## src/hw/rtl/kmsd_pkg.sv

```systemverilog
// ----------------------------------------------------------------------------
// kmsd_pkg
// Shared constants, codes and types for the keypad matrix scanner.
// ----------------------------------------------------------------------------
package kmsd_pkg;

    // Matrix geometry
    localparam int ROWS  = 4;
    localparam int COLS  = 4;
    localparam int KEY_W = 16;            // width of the closed-switch snapshot
    localparam int POS_N = ROWS * COLS;   // matrix positions

    // Key codes and masks
    localparam logic [7:0] NO_KEY   = 8'hff;
    localparam logic [7:0] ROW_MASK = 8'hf0;
    localparam logic [7:0] COL_MASK = 8'h0f;

    // Operation codes carried in tuser
    localparam logic OP_COL_IRQ    = 1'b0;
    localparam logic OP_TIMER_TICK = 1'b1;

    // Debounce state machine, one-hot
    typedef enum logic [2:0] {
        ST_IDLE      = 3'b001,
        ST_PRESSED   = 3'b010,
        ST_RELEASING = 3'b100
    } t_state;

    // Scan results for both orders
    typedef struct packed {
        logic [7:0] fwd_code;   // first closed key, forward order
        logic [7:0] rev_code;   // first closed key, reverse order
        logic       any_closed;
    } t_scan;

    // One result item
    typedef struct packed {
        logic       report_valid;
        logic [5:0] key_code;
        logic       key_down;
        logic       buzzer_pulse;
        logic       irq_armed;
        logic       timer_running;
    } t_result;

endpackage

```

## src/hw/rtl/keypad_matrix_scan_debounce_core.sv

```systemverilog
// An accepted item is registered in the input register, passes the scan and state
// logic and is registered in the result register when that register is free.
// Throughput: one item per cycle while the master side accepts results; the single pass
// through scan and state logic sits between the input register and the result register.
// Reset (i_rst_n low, synchronous): state machine idle, held key none (0xff),
// next scan forward, both pipeline registers empty.
// ----------------------------------------------------------------------------
// keypad_matrix_scan_debounce_core
// Matrix keypad scanner with debounce, stream in, stream out.
// ----------------------------------------------------------------------------
module keypad_matrix_scan_debounce_core (
    input  logic        i_clk,
    input  logic        i_rst_n,
    // Slave side
    input  logic        i_s_tvalid,
    output logic        o_s_tready,
    input  logic [15:0] i_s_tdata,   // [15:0] key_matrix
    input  logic        i_s_tuser,   // [0] operation
    // Master side
    output logic        o_m_tvalid,
    input  logic        i_m_tready,
    output logic [15:0] o_m_tdata,   // [0] report_valid, [6:1] key_code,
                                     // [7] buzzer_pulse, [8] irq_armed,
                                     // [9] timer_running, [15:10] zero
    output logic        o_m_tuser    // [0] key_down
);
    import kmsd_pkg::*;

    logic             r_in_valid;
    logic             r_in_op;
    logic [KEY_W-1:0] r_in_matrix;
    logic             r_out_valid;
    t_result          r_out;

    logic             w_out_load;
    logic             w_step;
    t_scan            w_scan;
    t_result          w_result;

    // Handshake: result register frees when empty or taken
    assign w_out_load = !r_out_valid || i_m_tready;
    assign w_step     = r_in_valid && w_out_load;
    assign o_s_tready = !r_in_valid || w_out_load;

    // Input register
    always_ff @(posedge i_clk) begin
        if (!i_rst_n) begin
            r_in_valid <= 1'b0;
        end else if (o_s_tready) begin
            r_in_valid <= i_s_tvalid;
        end
    end

    always_ff @(posedge i_clk) begin
        if (o_s_tready && i_s_tvalid) begin
            r_in_op     <= i_s_tuser;
            r_in_matrix <= i_s_tdata;
        end
    end

    kmsd_scan u_scan (
        .i_matrix (r_in_matrix),
        .o_scan   (w_scan)
    );

    kmsd_fsm u_fsm (
        .i_clk    (i_clk),
        .i_rst_n  (i_rst_n),
        .i_step   (w_step),
        .i_op     (r_in_op),
        .i_scan   (w_scan),
        .o_result (w_result)
    );

    // Result register
    always_ff @(posedge i_clk) begin
        if (!i_rst_n) begin
            r_out_valid <= 1'b0;
        end else if (w_out_load) begin
            r_out_valid <= r_in_valid;
        end
    end

    always_ff @(posedge i_clk) begin
        if (w_step) begin
            r_out <= w_result;
        end
    end

    // Pack the master side
    assign o_m_tvalid = r_out_valid;
    assign o_m_tdata  = {6'd0, r_out.timer_running, r_out.irq_armed,
                         r_out.buzzer_pulse, r_out.key_code, r_out.report_valid};
    assign o_m_tuser  = r_out.key_down;

endmodule

```

## src/hw/rtl/kmsd_scan.sv

```systemverilog
// ----------------------------------------------------------------------------
// kmsd_scan
// Priority encoders over the closed-switch snapshot, both scan orders.
// ----------------------------------------------------------------------------
module kmsd_scan (
    input  logic [kmsd_pkg::KEY_W-1:0] i_matrix,
    output kmsd_pkg::t_scan            o_scan
);
    import kmsd_pkg::*;

    logic [POS_N-1:0] w_closed;

    // Positions beyond the snapshot read as open
    always_comb begin
        for (int i = 0; i < POS_N; i++) begin
            w_closed[i] = (i < KEY_W) ? i_matrix[4'(i)] : 1'b0;
        end
    end

    // Forward takes the lowest closed position, reverse the highest
    always_comb begin
        logic found;
        found           = 1'b0;
        o_scan.fwd_code = NO_KEY;
        o_scan.rev_code = NO_KEY;
        for (int i = 0; i < POS_N; i++) begin
            if (w_closed[i]) begin
                if (!found) begin
                    o_scan.fwd_code = {4'(i / COLS), 4'(i % COLS)};
                end
                o_scan.rev_code = {4'(i / COLS), 4'(i % COLS)};
                found           = 1'b1;
            end
        end
        o_scan.any_closed = found;
    end

endmodule

```

## src/hw/rtl/kmsd_fsm.sv

```systemverilog
// ----------------------------------------------------------------------------
// kmsd_fsm
// Debounce state machine: held key, scan order and result for one item.
// ----------------------------------------------------------------------------
module kmsd_fsm (
    input  logic              i_clk,
    input  logic              i_rst_n,
    input  logic              i_step,      // item moves to the result register
    input  logic              i_op,
    input  kmsd_pkg::t_scan   i_scan,
    output kmsd_pkg::t_result o_result
);
    import kmsd_pkg::*;

    t_state     r_state, n_state;
    logic [7:0] r_held,  n_held;
    logic       r_rev,   n_rev;

    logic [7:0] w_scan_code;
    logic       w_held_in;
    logic [5:0] w_held_code;

    // Scan in the current order
    assign w_scan_code = r_rev ? i_scan.rev_code : i_scan.fwd_code;

    // Held key inside the matrix, and its reported code
    assign w_held_in   = (((r_held & ROW_MASK) >> 4) < 8'(ROWS)) &&
                         ((r_held & COL_MASK) < 8'(COLS));
    assign w_held_code = 6'(r_held + 8'd1);

    // Next state and result
    always_comb begin
        n_state  = r_state;
        n_held   = r_held;
        n_rev    = r_rev;
        o_result = '0;
        if (i_op == OP_COL_IRQ) begin
            n_state                = ST_IDLE;
            n_held                 = w_scan_code;
            n_rev                  = ~r_rev;
            o_result.timer_running = 1'b1;
        end else begin
            unique case (r_state)
                ST_IDLE: begin
                    n_rev = ~r_rev;
                    if (w_scan_code == r_held && r_held != NO_KEY) begin
                        n_state                = ST_PRESSED;
                        o_result.timer_running = 1'b1;
                        if (w_held_in) begin
                            o_result.report_valid = 1'b1;
                            o_result.key_code     = w_held_code;
                            o_result.key_down     = 1'b1;
                            o_result.buzzer_pulse = 1'b1;
                        end
                    end else begin
                        o_result.irq_armed = 1'b1;
                    end
                end
                ST_PRESSED: begin
                    n_rev                  = ~r_rev;
                    o_result.timer_running = 1'b1;
                    if (w_scan_code != r_held) begin
                        n_state = ST_RELEASING;
                        if (w_held_in) begin
                            o_result.report_valid = 1'b1;
                            o_result.key_code     = w_held_code;
                        end
                    end
                end
                ST_RELEASING: begin
                    if (!i_scan.any_closed) begin
                        n_state            = ST_IDLE;
                        o_result.irq_armed = 1'b1;
                    end else begin
                        o_result.timer_running = 1'b1;
                    end
                end
                default: begin
                    n_state = r_state;
                end
            endcase
        end
    end

    // State registers, updated once per item
    always_ff @(posedge i_clk) begin
        if (!i_rst_n) begin
            r_state <= ST_IDLE;
            r_held  <= NO_KEY;
            r_rev   <= 1'b0;
        end else if (i_step) begin
            r_state <= n_state;
            r_held  <= n_held;
            r_rev   <= n_rev;
        end
    end

endmodule
```

## config.mk

```make
export PLATFORM = sky130hd
export DESIGN_NAME = keypad_matrix_scan_debounce_core
export DESIGN_NICKNAME = d
export VERILOG_FILES = /design/src/hw/rtl/kmsd_pkg.sv /design/src/hw/rtl/keypad_matrix_scan_debounce_core.sv /design/src/hw/rtl/kmsd_scan.sv /design/src/hw/rtl/kmsd_fsm.sv
export SDC_FILE = /design/constraint.sdc
export NUM_CORES = 1
export LEC_CHECK = 0
export BUFFER_PORTS_ARGS = -buffer_cell sky130_fd_sc_hd__buf_2
export CORE_ASPECT_RATIO = 1.1
export CORE_UTILIZATION = 51
export DETAILED_ROUTE_END_ITERATION = 16
export GPL_TIMING_DRIVEN = 0
export PLACE_DENSITY = 0.82
export SLEW_MARGIN = 20
export SYNTH_ARGS = -nofsm -noshare
export SYNTH_HDL_FRONTEND = slang
export SYNTH_SLANG_ARGS = --single-unit
```

## constraint.sdc

```tcl
create_clock -name i_clk -period 3.3 [get_ports i_clk]
set_clock_uncertainty 0.15 [all_clocks]
set_input_delay 0.66 -clock i_clk [delete_from_list [all_inputs] [get_ports i_clk]]
set_output_delay 0.66 -clock i_clk [all_outputs]
set_load 0.01 [all_outputs]
```

Yosys cells after proc, flatten, opt, wreduce, memory -nomap -nowiden. Cells that the tools add are included.

Bits in registers: 34. Output and inout bits: 19. Bits of input ports: 21.

Bitwise logic cells: 2. $lt $le $gt $ge: 2. Reductions and logical operators: 13. Mux-type cells: 42. Add/sub/neg operators: 1. Eq/ne operators: 11.

Operators by type and width (count): 16-bit 2-to-1 mux (8); 8-bit 2-to-1 mux (8); 9-bit 2-to-1 mux (2); 1-bit 2-to-1 mux (14); 7-bit 2-to-1 mux (2); 7-bit one-hot mux with 2 select lines (1); 3-bit 2-to-1 mux (4); 3-bit one-hot mux with 3 select lines (1); 8-bit == test (1); 4-bit by 3-bit < comparator with 1-bit output, second input constant (2); 8-bit inequality test (1); 8-bit inequality test, second input constant (1); 6-bit by 1-bit adder with 6-bit output, second input constant (1); 3-bit by 2-bit inequality test with 1-bit output, second input constant (2); 5-bit AND reduction (1); 1-bit logical AND (4); 4-bit by 1-bit inequality test with 1-bit output, second input constant (1); 2-bit AND reduction (2); 3-bit by 1-bit == test with 1-bit output, second input constant (1); 3-bit by 2-bit == test with 1-bit output, second input constant (1); 3-bit == test, second input constant (1); 3-bit inequality test, second input constant (1); 1-bit one-hot mux with 3 select lines (1); 3-bit AND reduction (1); other kinds (6) (9).

Logic depth before layout (Yosys ltp).
Depth in word-level cells: 21. Gate-level depth with buffers: 8. Gate-level depth less buffers: 7.

Cells and area by module. Synthesis repeated with hierarchy kept, for this count alone.

Cells, all modules: 185. Area total of the unflattened synthesis: 2117.0 um2.

By module, submodules not included: keypad_matrix_scan_debounce_core (instances 1, area an instance 993.5 um2, sequential area each 880.8 um2, cells an instance 44); kmsd_fsm (instances 1, area an instance 909.6 um2, sequential area each 240.2 um2, cells an instance 111); kmsd_scan (instances 1, area an instance 214.0 um2, sequential area each 0.0 um2, cells an instance 30).

Worst setup path after synthesis. Ideal clock, no wire load.

Kind: register to register. From: reg r_in_matrix[5]. To: reg r_out, in the netlist o_m_tdata[1], data pin. Stages on the path, launching flop included: 8. Buffers on the path: 0. Arrival time: 2.407 ns. Clock period less this slack: 2.697 ns. Slack: 0.603 ns. Data required time: 3.010 ns. Path through: edfxtp_1 or4_4 a211o_1 a21oi_2 o32ai_2 or4_4 a21oi_2 nor2b_1.

Cells in the longest elaborated chain, start to end: 10. Elaborated cells between the ends (all ways): 14. Those cells by class: 2 x eq/ne; 11 x mux; 1 x reduce/logical.

RTL lines: start: declaration (RTL line keypad_matrix_scan_debounce_core.sv:31) `logic [KEY_W-1:0] r_in_matrix;`; start signal: assignment (RTL line keypad_matrix_scan_debounce_core.sv:57) `r_in_matrix <= i_s_tdata;`; 16-bit 2-to-1 mux / 1-bit 2-to-1 mux (equally long branches) (RTL line kmsd_scan.sv:27) `if (w_closed[i]) begin`; 8-bit 2-to-1 mux (RTL line kmsd_scan.sv:28) `if (!found) begin`; 16-bit 2-to-1 mux (RTL line kmsd_scan.sv:27); 8-bit 2-to-1 mux (RTL line kmsd_scan.sv:28); 16-bit 2-to-1 mux * (RTL line kmsd_scan.sv:27); 8-bit 2-to-1 mux * (RTL line kmsd_fsm.sv:24) `assign w_scan_code = r_rev ? i_scan.rev_code : i_scan.fwd_code;`; 8-bit == test (RTL line kmsd_fsm.sv:46) `if (w_scan_code == r_held && r_held != NO_KEY) begin`; 1-bit logical AND (RTL line kmsd_fsm.sv:46); 9-bit 2-to-1 mux (RTL line kmsd_fsm.sv:46); 7-bit one-hot mux with 2 select lines * (RTL line kmsd_fsm.sv:43) `unique case (r_state)`; end signal: assignment (RTL line keypad_matrix_scan_debounce_core.sv:86) `r_out <= w_result;`; end: declaration (RTL line keypad_matrix_scan_debounce_core.sv:33) `t_result r_out;`.

Mark *: on every way between the ends. The rest lies on a longest branch, timed or not. A chain may end at the register's enable or synchronous reset.

Worst setup path after layout. Ends and elaborated chain as after synthesis.

==> results.json <==
{
  "status": "finished clean",
  "wl_met1_um": 967,
  "p_leak_uw": 0.000702,
  "synth_top_family_by_area": "simple AND/OR/NAND/NOR gates",
  "insertedDiodeCount": 0,
  "slowest_delay_ns": 0.58,
  "rsz0062_at_grt": "no",
  "slew_viol_final": 0,
  "multi_input_area_um2": 603,
  "clk_transition_reported_paths_ns": 0.08,
  "ys_seq_area_share_pct": 53.7,
  "dr.pass1.iters": 4,
  "met3_length_um": 165,
  "synthTopCellsByArea": "edfxtp_1, dfxtp_1, nand2_1",
  "post_cts_buffers": 0,
  "yosysWarnings": 0,
  "min_to": "r_in_matrix[7]$_DFFE_PP_",
  "crit_required_ns": 3.34,
  "synth_flop_cell": "edfxtp_1",
  "critPathSlowestCell": "or4_4",
  "synth_top_area_share_pct": 39.8,
  "fillers": 230,
  "cts_resized": 0,
  "start_util_pct": 55.4,
  "dp.cells": 199,
  "min_from": "i_s_tdata[7]",
  "synth_largest_area_cell": "edfxtp_1",
  "wirelength_um": 2430,
  "stdcell_count": 207,
  "setup_viol": 0,
  "yosysUniqueCellTypes": 43,
  "p_per_area_nw_per_um2": 424,
  "slew_headroom_pct": 48.0,
  "htreeDepth": 2,
  "routedWlPerCell_um": 11.7,
  "route.detailed.drc": 0,
  "vias": 1112,
  "synth.most_common_cell": "edfxtp_1",
  "start_kind": "flop",
  "clock_sinks": 29,
  "cts.path.max_buffers": 2,
  "hold_depth": 1,
  "layout_min_cycle_time_ns": 2.86,
  "r2r_end": "o_m_tdata[1]$_SDFFCE_PN0P_",
  "gp_congestion": 0.781,
  "grt_pass1_wl_um": 4310,
  "drv_cap": 0,
  "overflow": 0,
  "die_x_um": 52.6,
  "fin_hold_ws_ns": 0.354,
  "drive_gt1_share_pct": 28.4,
  "synth_mux_area_share_pct": 0,
  "synth-adder-area-share_pct": 0.872,
  "cp.buffers_inverters": 0,
  "numCtsBuffers": 5,
  "path_max_fanout": 7,
  "core_area_um2": 2590,
  "antenna_found_initial": 0,
  "final_nets": 197,
  "syn_area_per_cell_um2": 10.6,
  "cts_root_buf": "clkbuf_4",
  "io_buffers": 25,
  "grt_max_degree": 17,
  "synth.cell_area_um2": 1440,
  "top_layer": "met4",
  "postRouteAntennaNets": 0,
  "regArea_um2": 771,
  "r2r_slack_ns": 0.44,
  "r2r_cells": 7,
  "rows": 19,
  "dr_wl_met2_um": 1220,
  "cp_data_arrival_time_ns": 2.90,
  "area_growth_pct": 17.4,
  "crit_type": "reg2reg",
  "period_share_pct": 86.5,
  "synth-simple-area-share_pct": 19.2,
  "worst_slew_pin_slew_ns": 0.779,
  "final.setup.tns_ns": 0,
  "cp_top_family": "simple AND/OR/NAND/NOR gates",
  "chipHeight_um": 57.6,
  "ir_drop_mv": 0.383,
  "syn_inst": 136,
  "reg2reg_from": "r_in_matrix[5]$_DFFE_PP_",
  "track_usage_pct": 19.9,
  "fmax_mhz": 350,
  "hold_viol": 0,
  "viasPerCell": 5.37,
  "yosys_register_bits": 29,
  "placed_area_um2": 1630,
  "synth_compound_area_share_pct": 18.7,
  "grt_pass1_vias": 1057,
  "fin_area_um2": 1690,
  "dieArea_um2": 3030,
  "dp_hpwl_um": 1870,
  "hold_class": "in2reg",
  "drt-initial-drc-count": 19,
  "cts_tree": "yes",
  "async_flop_share_pct": 0,
  "synthTopCellsByCount": "edfxtp_1, nand2_1, nor2_1, dfxtp_1, buf_4",
  "hold_buffers": 0,
  "cp-end-kind": "flop",
  "clock_latency_ns": 0.33,
  "synth_edf_count": 19,
  "synth_xor_area_share_pct": 1.22,
  "crit_chain": "or4_4 > a211o_1 > a21oi_2 > o32ai_2 > or4_4 > a21oi_2 > nor2b_1",
  "pin_count": 40
}
-- placed cells by master (no fill, tap or decap), types with 3 or more instances in the layout --
| master | n |
|---|---|
| clkbuf_4 | 5 |
| nand2_1 | 15 |
| buf_2 | 26 |
| and2_1 | 5 |
| edfxtp_1 | 19 |
| o21ai_0 | 3 |
| clkbuf_1 | 3 |
| conb_1 | 8 |
| buf_4 | 7 |
| o211ai_1 | 5 |
| dfxtp_1 | 10 |
| nor2b_1 | 5 |
| a21oi_1 | 6 |
| nor2_1 | 11 |
| inv_1 | 5 |
-- how the worst max path moves through the flow --
stage                             startpoint                          to  slack (ns)  cells after the start
global placement    r_in_matrix[5]$_DFFE_PP_  o_m_tdata[1]$_SDFFCE_PN0P_        0.49                      7
finish              r_in_matrix[5]$_DFFE_PP_  o_m_tdata[1]$_SDFFCE_PN0P_        0.44                      7
floorplan           r_in_matrix[5]$_DFFE_PP_  o_m_tdata[1]$_SDFFCE_PN0P_        0.60                      7
CTS                 r_in_matrix[5]$_DFFE_PP_  o_m_tdata[1]$_SDFFCE_PN0P_        0.44                      7
detailed placement  r_in_matrix[5]$_DFFE_PP_  o_m_tdata[1]$_SDFFCE_PN0P_        0.47                      7
global route        r_in_matrix[5]$_DFFE_PP_  o_m_tdata[2]$_SDFFCE_PN0P_        0.31                      7
-- metrics by stage --
step | setup slack [ns] | util, % | power [µW]
2_1_floorplan | 0.603 | - | 482
3_3_place_gp | 0.493 | 62.7 | 503
3_5_place_dp | 0.467 | 62.7 | 507
4_1_cts | 0.444 | 65.0 | 722
5_1_grt | 0.309 | 65.0 | 752
6_report | 0.445 | 65.0 | 714
-- routing by layer --
| layer | vias to the layer above | GRT usage [%] |
|---|---|---|
| li1 | 566 | - |
| met1 | 496 | 22.9 |
| met2 | 42 | 31.1 |
| met3 | 8 | 7.87 |
| met4 | 0 | 11.7 |
| met5 | - | 0 |
-- power by group --
part	internal (µW)	switching [µW]
clock network	99.9	115
registers	405	13.8
logic	36.1	44.4
-- state kept, by name, indices dropped and copies added, names as in the netlist --
register	cells
r_in_valid	1
o_m_tvalid	1
o_m_tuser	1
u_fsm.r_rev	1
r_in_matrix	8
u_fsm.r_state	3
u_fsm.r_held	4
o_m_tdata	9
r_in_op	1
-- kinds of logic after synthesis --
family / count (synthesis)
AO/OA/AOI/OAI: 35
other: 1
flip-flops: 29
AND/OR/NAND/NOR: 52
buffers and inverters: 16
adder cells (fa/ha/maj): 1
XOR/XNOR: 2
-- cell type report --
type / count / share of cell area (%)
buffer: 11 / 4.08
clock buffer: 6 / 3.04
clock inverter: 2 / 0.520
inverter: 5 / 1.11
multi-input combinational: 98 / 35.8
sequential: 29 / 45.7
tap: 31 / 2.30
timing repair buffer: 25 / 7.42
Power figures use the tool's default switching activity.
